--- src/rtl/scba_pkg.sv ---
`timescale 1ns / 1ps

package scba_pkg;

    // Stream widths: slave tdata = request_size, block_index; master tdata = result fields
    localparam int unsigned S_TDATA_W = 24;
    localparam int unsigned M_TDATA_W = 88;

    typedef logic [1:0] t_class;
    typedef logic [1:0] t_status;
    typedef logic [8:0] t_link;

    // Action codes carried in the slave tuser
    localparam logic ACT_ALLOC = 1'b0;
    localparam logic ACT_FREE  = 1'b1;

    // Status codes carried in the master tuser
    localparam t_status ST_OK       = 2'd0;
    localparam t_status ST_NO_BLOCK = 2'd1;
    localparam t_status ST_RANGE    = 2'd2;

    // Size classes
    localparam t_class CLS_TINY   = 2'd0;
    localparam t_class CLS_SMALL  = 2'd1;
    localparam t_class CLS_MEDIUM = 2'd2;
    localparam t_class CLS_LARGE  = 2'd3;

    // Request size limits of the three smaller classes
    localparam logic [15:0] TINY_LIMIT   = 16'd4;
    localparam logic [15:0] SMALL_LIMIT  = 16'd16;
    localparam logic [15:0] MEDIUM_LIMIT = 16'd64;

    localparam t_link       LINK_NONE       = 9'd256;
    localparam logic [8:0]  COUNT_MAX       = 9'd511;
    localparam logic [9:0]  LOW_WATER_START = 10'd1000;

    localparam logic [10:0] CLASS_BYTES [4] = '{11'd4, 11'd16, 11'd64, 11'd1024};

endpackage

--- src/rtl/size_class_block_allocator_unit.sv ---
// Channel  | Direction | tdata (low bit up)                          | tuser
// ---------+-----------+---------------------------------------------+--------------
// s_axis   | in        | request_size[15:0], block_index[23:16]      | action
// m_axis   | out       | given_index, block_class, block_capacity,   | status
//          |           | data_offset, class_free_count,              |
//          |           | class_low_water, big_request_total, pad 0   |
//
// Flow: one transaction at a time, accepted only in idle. The accept cycle reads
// the link memory at the class head; the write-back state then takes the
// registered link, writes back and loads the result register.
// Reset: synchronous, active low. Link valid bits clear at once, so an unwritten
// link reads as its start-up chain value; no clearing pass, ready right away.
// Stalls: a held result does not block the next accept; the write-back cycle
// waits only while the result register is still full and not being taken.
`timescale 1ns / 1ps

module size_class_block_allocator_unit #(
    parameter int unsigned TINY_BLOCKS   = 128,
    parameter int unsigned SMALL_BLOCKS  = 64,
    parameter int unsigned MEDIUM_BLOCKS = 48,
    parameter int unsigned LARGE_BLOCKS  = 16
) (
    input  logic                            i_clk,
    input  logic                            i_rst_n,
    input  logic                            i_s_axis_tvalid,
    output logic                            o_s_axis_tready,
    // request_size[15:0], block_index[23:16]
    input  logic [scba_pkg::S_TDATA_W-1:0]  i_s_axis_tdata,
    // action
    input  logic                            i_s_axis_tuser,
    output logic                            o_m_axis_tvalid,
    input  logic                            i_m_axis_tready,
    // given_index[7:0], block_class[9:8], block_capacity[20:10], data_offset[35:21],
    // class_free_count[44:36], class_low_water[54:45], big_request_total[86:55], zero[87]
    output logic [scba_pkg::M_TDATA_W-1:0]  o_m_axis_tdata,
    // status
    output logic [1:0]                      o_m_axis_tuser
);

    import scba_pkg::*;

    // Layout: classes in order, clipped so no block index passes 255
    localparam int unsigned POOL_MAX = 256;
    localparam int unsigned EFF0   = (TINY_BLOCKS < POOL_MAX) ? TINY_BLOCKS : POOL_MAX;
    localparam int unsigned FIRST1 = EFF0;
    localparam int unsigned EFF1   = (SMALL_BLOCKS < POOL_MAX - FIRST1) ?
                                     SMALL_BLOCKS : POOL_MAX - FIRST1;
    localparam int unsigned FIRST2 = FIRST1 + EFF1;
    localparam int unsigned EFF2   = (MEDIUM_BLOCKS < POOL_MAX - FIRST2) ?
                                     MEDIUM_BLOCKS : POOL_MAX - FIRST2;
    localparam int unsigned FIRST3 = FIRST2 + EFF2;
    localparam int unsigned EFF3   = (LARGE_BLOCKS < POOL_MAX - FIRST3) ?
                                     LARGE_BLOCKS : POOL_MAX - FIRST3;
    localparam int unsigned POOL   = FIRST3 + EFF3;

    localparam int unsigned BASE1 = EFF0 * 4;
    localparam int unsigned BASE2 = BASE1 + EFF1 * 16;
    localparam int unsigned BASE3 = BASE2 + EFF2 * 64;

    localparam logic [8:0] FIRST_IDX [4] = '{9'd0, 9'(FIRST1), 9'(FIRST2), 9'(FIRST3)};
    localparam logic [8:0] POOL_END      = 9'(POOL);
    localparam logic [14:0] BYTE_BASE [4] = '{15'd0, 15'(BASE1), 15'(BASE2), 15'(BASE3)};
    localparam logic [8:0] EFF_CNT   [4] = '{9'(EFF0), 9'(EFF1), 9'(EFF2), 9'(EFF3)};
    localparam t_link HEAD_INIT [4] = '{
        (EFF0 != 0) ? 9'(EFF0 - 1)   : LINK_NONE,
        (EFF1 != 0) ? 9'(FIRST2 - 1) : LINK_NONE,
        (EFF2 != 0) ? 9'(FIRST3 - 1) : LINK_NONE,
        (EFF3 != 0) ? 9'(POOL - 1)   : LINK_NONE
    };

    typedef enum logic [1:0] {
        S_IDLE = 2'b01,
        S_EXEC = 2'b10
    } t_state;

    // Class a pool index falls in
    function automatic t_class class_of(input logic [7:0] idx);
        logic [8:0] x;
        x = {1'b0, idx};
        if (x < FIRST_IDX[1]) begin
            class_of = CLS_TINY;
        end else if (x < FIRST_IDX[2]) begin
            class_of = CLS_SMALL;
        end else if (x < FIRST_IDX[3]) begin
            class_of = CLS_MEDIUM;
        end else begin
            class_of = CLS_LARGE;
        end
    endfunction

    // Start-up chain: first block of a class and anything past the pool end at none
    function automatic t_link start_link(input logic [7:0] idx);
        logic [8:0] x;
        x = {1'b0, idx};
        if (x >= POOL_END || x == FIRST_IDX[0] || x == FIRST_IDX[1] ||
            x == FIRST_IDX[2] || x == FIRST_IDX[3]) begin
            start_link = LINK_NONE;
        end else begin
            start_link = x - 9'd1;
        end
    endfunction

    // Byte offset of a block; wraps to 15 bits
    function automatic logic [14:0] offset_of(input logic [7:0] idx, input t_class c);
        logic [14:0] rel;
        rel = 15'({1'b0, idx} - FIRST_IDX[c]);
        case (c)
            CLS_TINY:   offset_of = BYTE_BASE[0] + (rel << 2);
            CLS_SMALL:  offset_of = BYTE_BASE[1] + (rel << 4);
            CLS_MEDIUM: offset_of = BYTE_BASE[2] + (rel << 6);
            default:    offset_of = BYTE_BASE[3] + (rel << 10);
        endcase
    endfunction

    // Control state
    t_state       r_state;
    logic [255:0] r_vld;
    t_link        r_head  [4];
    logic [8:0]   r_total [4];
    logic [9:0]   r_min   [4];
    logic [31:0]  r_big;
    logic         r_out_valid;

    // Link memory and its registered read port
    t_link        mem_link [256];
    t_link        r_rd_data;
    logic         r_rd_vld;

    // Per-transaction registers
    logic         r_act;
    logic         r_hit;
    logic         r_bad;
    t_class       r_cls;
    logic [7:0]   r_idx;
    t_link        r_cur_head;
    logic [8:0]   r_cur_total;
    logic [9:0]   r_cur_min;

    logic [M_TDATA_W-1:0] r_out_data;
    t_status              r_out_user;

    // Accept-side logic
    logic         s_acc;
    logic [15:0]  in_size;
    logic [7:0]   in_bidx;
    t_class       c_req;
    t_class       c_alloc;
    t_class       c_sel;
    logic [3:0]   avail;
    logic         alloc_hit;
    logic         free_bad;
    logic         rd_en;
    logic [7:0]   rd_addr;

    // Write-back logic
    logic         exec_go;
    t_link        link_val;
    logic         we;
    t_link        wdata;
    logic         upd;
    t_link        n_head;
    logic [8:0]   n_total;
    logic [9:0]   n_min;
    t_state       n_state;
    t_status      res_status;
    logic [7:0]   res_given;
    t_class       res_class;
    logic [10:0]  res_cap;
    logic [14:0]  res_off;
    logic [8:0]   res_cnt;
    logic [9:0]   res_low;

    assign o_s_axis_tready = (r_state == S_IDLE);
    assign s_acc   = i_s_axis_tvalid && o_s_axis_tready;
    assign in_size = i_s_axis_tdata[15:0];
    assign in_bidx = i_s_axis_tdata[23:16];

    always_comb begin
        for (int k = 0; k < 4; k++) begin
            avail[k] = (r_total[k] != 9'd0) && !r_head[k][8];
        end
        if (in_size <= TINY_LIMIT) begin
            c_req = CLS_TINY;
        end else if (in_size <= SMALL_LIMIT) begin
            c_req = CLS_SMALL;
        end else if (in_size <= MEDIUM_LIMIT) begin
            c_req = CLS_MEDIUM;
        end else begin
            c_req = CLS_LARGE;
        end
        // Fall back to a medium block when the asked class is dry
        c_alloc   = (!avail[c_req] && avail[CLS_MEDIUM]) ? CLS_MEDIUM : c_req;
        alloc_hit = avail[c_alloc];
        free_bad  = ({1'b0, in_bidx} >= POOL_END);
        if (i_s_axis_tuser == ACT_FREE) begin
            c_sel = free_bad ? CLS_TINY : class_of(in_bidx);
        end else begin
            c_sel = c_alloc;
        end
        rd_addr = r_head[c_alloc][7:0];
        rd_en   = s_acc && (i_s_axis_tuser == ACT_ALLOC) && alloc_hit;
    end

    // Link memory: read on accept, write in the write-back state, never both
    // at once, so no forwarding is needed between neighbors.
    always_ff @(posedge i_clk) begin
        if (rd_en) begin
            r_rd_data <= mem_link[rd_addr];
        end
        if (exec_go && we) begin
            mem_link[r_idx] <= wdata;
        end
    end

    // Latch the transaction and the touched class's state
    always_ff @(posedge i_clk) begin
        if (s_acc) begin
            r_act       <= i_s_axis_tuser;
            r_hit       <= alloc_hit;
            r_bad       <= free_bad;
            r_cls       <= c_sel;
            r_idx       <= (i_s_axis_tuser == ACT_FREE) ? in_bidx : rd_addr;
            r_cur_head  <= r_head[c_sel];
            r_cur_total <= r_total[c_sel];
            r_cur_min   <= r_min[c_sel];
        end
    end

    assign exec_go = (r_state == S_EXEC) && (!r_out_valid || i_m_axis_tready);

    always_comb begin
        link_val   = r_rd_vld ? r_rd_data : start_link(r_idx);
        we         = 1'b0;
        wdata      = LINK_NONE;
        upd        = 1'b0;
        n_head     = r_cur_head;
        n_total    = r_cur_total;
        n_min      = r_cur_min;
        res_status = ST_OK;
        res_given  = r_idx;
        res_class  = r_cls;
        res_cap    = CLASS_BYTES[r_cls];
        res_off    = offset_of(r_idx, r_cls);
        res_cnt    = r_cur_total;
        res_low    = r_cur_min;
        if (r_act == ACT_ALLOC) begin
            if (r_hit) begin
                // Pop: head advances to the block's link, the block's link goes to none
                we      = 1'b1;
                upd     = 1'b1;
                n_head  = link_val;
                n_total = r_cur_total - 9'd1;
                n_min   = ({1'b0, n_total} < r_cur_min) ? {1'b0, n_total} : r_cur_min;
                res_cnt = n_total;
                res_low = n_min;
            end else begin
                res_status = ST_NO_BLOCK;
                res_given  = 8'd0;
                res_cap    = 11'd0;
                res_off    = 15'd0;
            end
        end else if (r_bad) begin
            res_status = ST_RANGE;
            res_class  = CLS_TINY;
            res_cap    = 11'd0;
            res_off    = 15'd0;
            res_cnt    = 9'd0;
            res_low    = 10'd0;
        end else begin
            // Push: block links to the old head and becomes the head
            we      = 1'b1;
            wdata   = r_cur_head;
            upd     = 1'b1;
            n_head  = {1'b0, r_idx};
            n_total = (r_cur_total < COUNT_MAX) ? r_cur_total + 9'd1 : r_cur_total;
            res_cnt = n_total;
        end
    end

    always_comb begin
        case (r_state)
            S_IDLE:  n_state = s_acc ? S_EXEC : S_IDLE;
            S_EXEC:  n_state = exec_go ? S_IDLE : S_EXEC;
            default: n_state = S_IDLE;
        endcase
    end

    always_ff @(posedge i_clk) begin
        if (!i_rst_n) begin
            r_state     <= S_IDLE;
            r_vld       <= '0;
            r_rd_vld    <= 1'b0;
            r_big       <= 32'd0;
            r_out_valid <= 1'b0;
            for (int k = 0; k < 4; k++) begin
                r_head[k]  <= HEAD_INIT[k];
                r_total[k] <= EFF_CNT[k];
                r_min[k]   <= LOW_WATER_START;
            end
        end else begin
            r_state <= n_state;
            if (rd_en) begin
                r_rd_vld <= r_vld[rd_addr];
            end
            // Count big requests on accept, even when they fall back or fail
            if (s_acc && (i_s_axis_tuser == ACT_ALLOC) && (in_size > MEDIUM_LIMIT)) begin
                r_big <= r_big + 32'd1;
            end
            if (exec_go && we) begin
                r_vld[r_idx] <= 1'b1;
            end
            if (exec_go && upd) begin
                r_head[r_cls]  <= n_head;
                r_total[r_cls] <= n_total;
                r_min[r_cls]   <= n_min;
            end
            if (exec_go) begin
                r_out_valid <= 1'b1;
            end else if (i_m_axis_tready) begin
                r_out_valid <= 1'b0;
            end
        end
    end

    // Result register; payload needs no reset
    always_ff @(posedge i_clk) begin
        if (exec_go) begin
            r_out_user <= res_status;
            r_out_data <= {1'b0, r_big, res_low, res_cnt, res_off, res_cap,
                           res_class, res_given};
        end
    end

    assign o_m_axis_tvalid = r_out_valid;
    assign o_m_axis_tdata  = r_out_data;
    assign o_m_axis_tuser  = r_out_user;

    // An accepted transaction moves to write-back on the next edge
    a_acc_to_exec: assert property (@(posedge i_clk) disable iff (!i_rst_n)
        s_acc |=> (r_state == S_EXEC))
        else $error("accepted transaction did not reach write-back");

    // Never pop an empty class
    a_no_underflow: assert property (@(posedge i_clk) disable iff (!i_rst_n)
        (exec_go && (r_act == ACT_ALLOC) && r_hit) |-> (r_cur_total != 9'd0))
        else $error("pop from an empty class");

    // Write-back never overwrites a result still waiting
    a_no_overwrite: assert property (@(posedge i_clk) disable iff (!i_rst_n)
        exec_go |-> (!r_out_valid || i_m_axis_tready))
        else $error("result register overwritten");

    // A good result carries a nonzero capacity
    a_ok_cap: assert property (@(posedge i_clk) disable iff (!i_rst_n)
        (o_m_axis_tvalid && (o_m_axis_tuser == ST_OK)) |-> (o_m_axis_tdata[20:10] != 11'd0))
        else $error("ok result with zero capacity");

    // A pop reads the head that was latched for the class
    a_pop_head: assert property (@(posedge i_clk) disable iff (!i_rst_n)
        (exec_go && (r_act == ACT_ALLOC) && r_hit) |-> (r_cur_head[7:0] == r_idx))
        else $error("pop index differs from class head");

endmodule
--- config.mk ---
export PLATFORM = sky130hd
export DESIGN_NAME = size_class_block_allocator_unit
export DESIGN_NICKNAME = d
export VERILOG_FILES = /design/src/rtl/scba_pkg.sv /design/src/rtl/size_class_block_allocator_unit.sv
export SDC_FILE = /design/constraint.sdc
export NUM_CORES = 2
export LEC_CHECK = 0
export BUFFER_PORTS_ARGS = -buffer_cell sky130_fd_sc_hd__buf_2
export CAP_MARGIN = 20
export CORE_MARGIN = 2
export CORE_UTILIZATION = 55
export DETAILED_ROUTE_END_ITERATION = 10
export PLACE_DENSITY = 0.73
export SYNTH_ARGS = -nofsm -noshare
export SYNTH_HDL_FRONTEND = slang
export SYNTH_SLANG_ARGS = --single-unit
--- constraint.sdc ---
create_clock -name i_clk -period 4.75 [get_ports i_clk]
set_input_delay 0.7125 -clock i_clk [delete_from_list [all_inputs] [get_ports i_clk]]
set_output_delay 0.7125 -clock i_clk [all_outputs]
set_load 0.01 [all_outputs]
* Word-level counts from Yosys, hierarchy flattened
Memories as Yosys holds them, arrays and structs flattened. A register that Yosys moved wholly into a read port is not among the register bits. Index checks and enable logic that the tools add are counted.
Word-level totals: flip-flop bits (word level) 393, bits in latches 0, bits in writable memories 2416, memory bits (read-only) 0, input port bits 29, output and inout bits 92, word-level logic and storage cells 143, memories 4
Cells by class: add/sub/neg operators 8, $mul 0, divide/modulo/power cells 0, order comparisons 15, eq/ne operators 7, shift-type cells 0, mux-type cells 63, bitwise logic cells 3, reductions and logical operators 32
Memories:
- mem_link | depth 256, bits a word 9, rd ports 1, clocked after memory_dff 1, write ports 1, line size_class_block_allocator_unit.sv:125 | t_link mem_link [256];
- r_min | depth 4, bits a word 10, rd ports 1, clocked after memory_dff 1, write ports 4, line size_class_block_allocator_unit.sv:120 | logic [9:0] r_min [4];
- r_head | depth 4, bits a word 9, rd ports 6, clocked after memory_dff 1, write ports 4, line size_class_block_allocator_unit.sv:118 | t_link r_head [4];
- r_total | depth 4, bits a word 9, rd ports 5, clocked after memory_dff 1, write ports 4, line size_class_block_allocator_unit.sv:119 | logic [8:0] r_total [4];
Operator list (number):
- OR 256 bit | 1
- two-way mux 9 bit | 12
- case mux 15 bit (3 select lines) | 1
- two-way mux 11 bit | 4
- two-way mux 10 bit | 4
- nonzero test 9 bit | 4
- adder 32 x 1 -> 32 bit, second input constant | 1
- two-way mux 15 bit | 2
- equality test 8 bit, second input constant | 3
- less-than comparator 8 bit, second input constant | 3
- two-way mux 8 bit | 3
- binary-select mux 11 bit (select 2 bit) | 1
- two-way mux 2 bit | 11
- two-way mux 1 bit | 19
- binary-select mux 9 bit (select 2 bit) | 1
- less-than comparator 8 x 9 -> 1 bit, second input constant | 2
- OR reduction 9 bit | 2
- > comparator 16 x 7 -> 1 bit, second input constant | 1
- less-or-equal comparator 16 x 3 -> 1 bit, second input constant | 1
- less-or-equal comparator 16 x 5 -> 1 bit, second input constant | 1
- less-or-equal comparator 16 x 7 -> 1 bit, second input constant | 1
- adder 11 x 14 -> 15 bit, first input constant | 1
- adder 11 x 15 -> 15 bit, first input constant | 1
- adder 13 x 15 -> 15 bit, first input constant | 1
- other kinds (24) | 47

* Logic depth before layout (Yosys ltp)
word-level depth 12, gate-level depth with buffers 19

* Worst setup path before layout
Ideal clock, no wire load.
kind reg-to-reg, start register r_act, end memory mem_link[0][2] (netlist bit), data pin, data arrival time 4.268 ns, required time 3.884 ns, slack -0.384 ns, stages on the path, launching flop included 5, path through edfxtp_1 clkbuf_1 clkbuf_1 clkbuf_1 and2_1
Between the ends: cells in the longest elaborated chain, start to end 1
Ends and longest elaborated chain:
- start: declaration | line size_class_block_allocator_unit.sv:130 | logic r_act;
- start signal: assignment | line size_class_block_allocator_unit.sv:218 | r_act <= i_s_axis_tuser;
- two-way mux 9 bit | line size_class_block_allocator_unit.sv:246 | if (r_act == ACT_ALLOC) begin
- named net wdata[2] | line size_class_block_allocator_unit.sv:159 | t_link wdata;
- end: declaration | line size_class_block_allocator_unit.sv:125
The timed path passes the listed nets, and every way through them passes these cells.

==> summary.md <==
| Metric | Value |
|---|---|
| GR Util All Layers | 0.310 |
| VDD IR-drop max | 0.000425 V |
| Yosys warnings | 0 |
| Placed cell count | 11700 |
| Worst slew pin tran | 1.32 ns |
| Fin. Hold Viols | 0 |
| P_leak | 0.0461 uW |
| GPL Wtd Cong | 0.977 |
| Total negative slack | -0.118 ns |
| Synth cell types | 91 |
| Syn Area/Cell | 13.1 um2 |
| Routed wire length per instance | 27.5 um |
| Number of remaining DRC errors | 0 |
| Overflow after GRT | 0 |
| R2R Path End | r_rd_data[0] |
| Clk buf depth | 4 |
| CP Launch Type | flip-flop |
| Die height | 460 um |
| Final period utilization | 1.02 |
| Top cells by area, synth | edfxtp_1, nand2_1, dfxtp_1 |
| Fin. max-slew vios | 0 |
| Routed vias/inst | 6.37 |
| Boundary Pins | 121 |
| Peak Freq | 207 MHz |
| Tmin final | 4.83 ns |
| Layout cells sized above 1 | 0.155 |
| Final Skew | 0.0678 ns |
| Root buf cell | clkbuf_16 |
| Worst path cell trace | nor4_2 -> buf_4 -> a31oi_4 -> nand3_2 -> a21oi_2 -> a2111o_1 -> buf_6 -> nand2_8 -> buf_16 -> buf_16 -> buf_16 -> buf_6 -> mux2i_1 -> a221o_1 -> nand3b_1 -> o211a_1 -> nand4_1 -> nor3_4 -> o31ai_1 |
| Post-Place Worst Slack | -1.21 ns |
| Worst EP required | 5.41 ns |
| Crit path arrival time | 5.49 ns |
| R2R cell count | 19 |
| Top-count cell post-synth | edfxtp_1 |
| Worst reg-to-reg setup slack | -0.08 ns |
| Pwr/cell area | 412 nW/um2 |
| TritonCTS clock tree | done |
| Depth of the CTS H-tree | 5 |
| Crit. End Element | flip-flop |
| TritonCTS Sinks | 2836 |
| Flip-flop and latch area | 82200 um2 |
| Slowest stage cell, crit path | nor3_4 |
| Routed vias | 78400 |
| Post-synth EDFFs | 2544 |
| Initial antenna violation count | 20 |
| Relative slew slack | 0.119 |
| TritonRoute pass-1 iters | 9 |
| Starting Density | 0.553 |
| Cells after Synth | 8763 |
| Final #Nets | 9445 |
| DPL Wire Length | 210000 um |
| Worst Path Buf+Inv | 6 |
| Vias in the first global route | 74300 |
| Outcome | finished, violations left |
| RSZ-0062 raised after global routing | yes |
| Die Width | 460 um |
| Most used cell along the critical path | buf_16 |
| Multi-input logic area | 29800 um2 |
| Hold path cells | 2 |
| Top cell type's share of synthesized area | 0.668 |
| Largest net degree at the start of global routing | 175 |
| Synth top cells by count | edfxtp_1, nand2_1, nand3_1, nor2_1, dfxtp_1 |
| Fillers | 14500 |
| Sequential element share of the synthesized area | 0.719 |
| WS Path Type | reg2reg |
| Antenna Nets Post-Route | 0 |
| First-pass GRT wire length | 488000 um |
| Num CTS Buffers | 302 |
| Fin cells | 12300 |
| Async set or reset register ratio after synthesis | 0 |
| FF+latch count, synth | 2836 |
| CP Max Fanout | 6 |
| Post-Route WL | 339000 um |
| Hold Path Class | in2reg |
| Clock transition at path regs | 0.06 ns |
| Post-synth top area cell | edfxtp_1 |
| Cell family with most CP delay | simple AND/OR/NAND/NOR gates |
| WHS Endpoint | r_idx[2] |
| Initial DRC count | 10800 |
| Number of max-cap violations | 0 |
| Hold_sp | i_s_axis_tdata[18] |
| Hold_ws | 0.140 ns |
| I/O Buffers | 109 |
| Worst-Skew Late Latency | 0.95 ns |
| Critical Path Max Stage Delay | 0.68 ns |
| Die ar. | 212000 um2 |
| Failing checks | negative setup slack |
| Synth-to-Final Area Change | 17.1% |
| Cell area after synthesis | 114000 um2 |
| Core ar. | 207000 um2 |
| Worst setup margin | -0.0782 ns |
| Placement Rows | 167 |
| Synth Flop Type | edfxtp_1 |
| Setup violations, final | 3 |
| CTS hold repair buffers | 0 |
| RR Startpoint | r_total[1][8] |
## final cells by class
type / instances / share of cell area
clock buffers: 417 / 0.0629
repair buffers: 932 / 0.0661
inverters: 62 / 0.00175
well taps: 2704 / 0.0253
diodes: 7 / 0.000131
flip-flops and latches: 2836 / 0.614
multi-input cells: 5253 / 0.223
clock inverters: 113 / 0.00733
## stage by stage
step | total power, uW | utilization | instance area, um2
after floorplan | 30500 | - | 114000
after global placement | 32500 | 0.592 | 123000
after global routing | 56400 | 0.647 | 134000
after CTS | 55000 | 0.641 | 133000
final | 55100 | 0.648 | 134000
after detailed placement | 32600 | 0.593 | 123000
## cell families (layout without fill, tap and decap cells)
kind of cell               count (synthesis)  after routing  share of synthesized area
muxes                                    288            288                     0.0273
AOI/OAI and AO/OA                       1305           1305                     0.0859
xor gates and xnor gates                  58             58                    0.00444
DFF                                     2836           2836                      0.719
other                                      1             18                  0.0000328
and+or+nand+nor                         3562           3562                      0.133
adders and majority gates                 29             29                    0.00324
buffers and inverters                    684           1524                     0.0271
## per-layer routing
metal	routed length, um	track usage	part of all wire	vias up
met5	117	0	0.00035	-
li1	-	-	-	33800
met2	155000	0.478	0.46	4921
met1	126000	0.427	0.37	38800
met3	41100	0.0662	0.12	910
met4	17400	0.138	0.051	18
## worst reg2reg max path, delay by kind of cell (launching register included)
kind / cells / cell delay (ns)
DFF: 1 / 0.41
AOI/OAI and AO/OA: 6 / 1.30
muxes: 1 / 0.17
buffers and inverters: 6 / 0.93
and+or+nand+nor: 6 / 1.78
## flip-flops by register name, indices dropped and copies added (netlist names)
signal	cells
mem_link	2304
o_m_axis_tdata	78
o_m_axis_tuser	1
o_m_axis_tvalid	1
r_act	1
r_big	32
r_cls	2
r_cur_head	9
r_cur_min	10
r_cur_total	9
r_head	36
r_hit	1
r_idx	8
r_min	40
r_rd_data	9
r_rd_vld	1
r_state	2
r_total	36
r_vld	256
## report_power, final
group          leakage, uW  switching [uW]  internal (uW)
Clock              0.00462            9470          13300
Sequential          0.0253            95.7          27700
Combinational       0.0162            3210           1440
Total               0.0461           12800          42400
## how the worst max path moves through the flow
stage	start	endpoint	slack, ns	cells after the start
final	r_total[1][8]	r_rd_data[0]	-0.08	19
after global routing	r_total[2][4]	r_rd_data[0]	-0.09	16
after CTS	r_total[2][8]	r_rd_data[2]	0.002	18
after detailed placement	i_s_axis_tdata[3]	r_rd_data[0]	-1.21	19
after global placement	i_s_axis_tdata[3]	r_rd_data[7]	-1.68	17
after floorplan	r_act	mem_link[0][0]	-0.38	4
## what timing repair did
action | in CTS | in global routing
setup buffers | 19 | 45
cloned | 3 | 17
setup endpoints to repair | 10 | 10
endpoints found under the hold margin | 0 | 0
gates resized for setup | 50 | 96
pin swaps | 20 | 40
## layout by cell type, fill, tap and decap left out, types with 25 or more instances in the layout
master,count
nand3_1,617
clkbuf_1,81
buf_6,28
clkbuf_8,27
o31ai_1,26
inv_1,60
o21ai_0,94
buf_12,105
a211oi_1,116
a32o_1,35
a32oi_1,98
nor3_1,32
nand4_1,25
clkbuf_16,327
and3_1,173
ha_1,28
dfxtp_1,292
nand2_1,2122
edfxtp_1,2544
buf_4,649
a221o_1,59
nor2_1,395
a31oi_1,121
buf_2,110
a311oi_1,192
mux2i_1,262
xnor2_1,42
o21a_1,260
a21oi_1,120
and2_1,60
clkinv_2,47
clkinv_1,39
No activity file was read; power rests on OpenSTA's default activity.
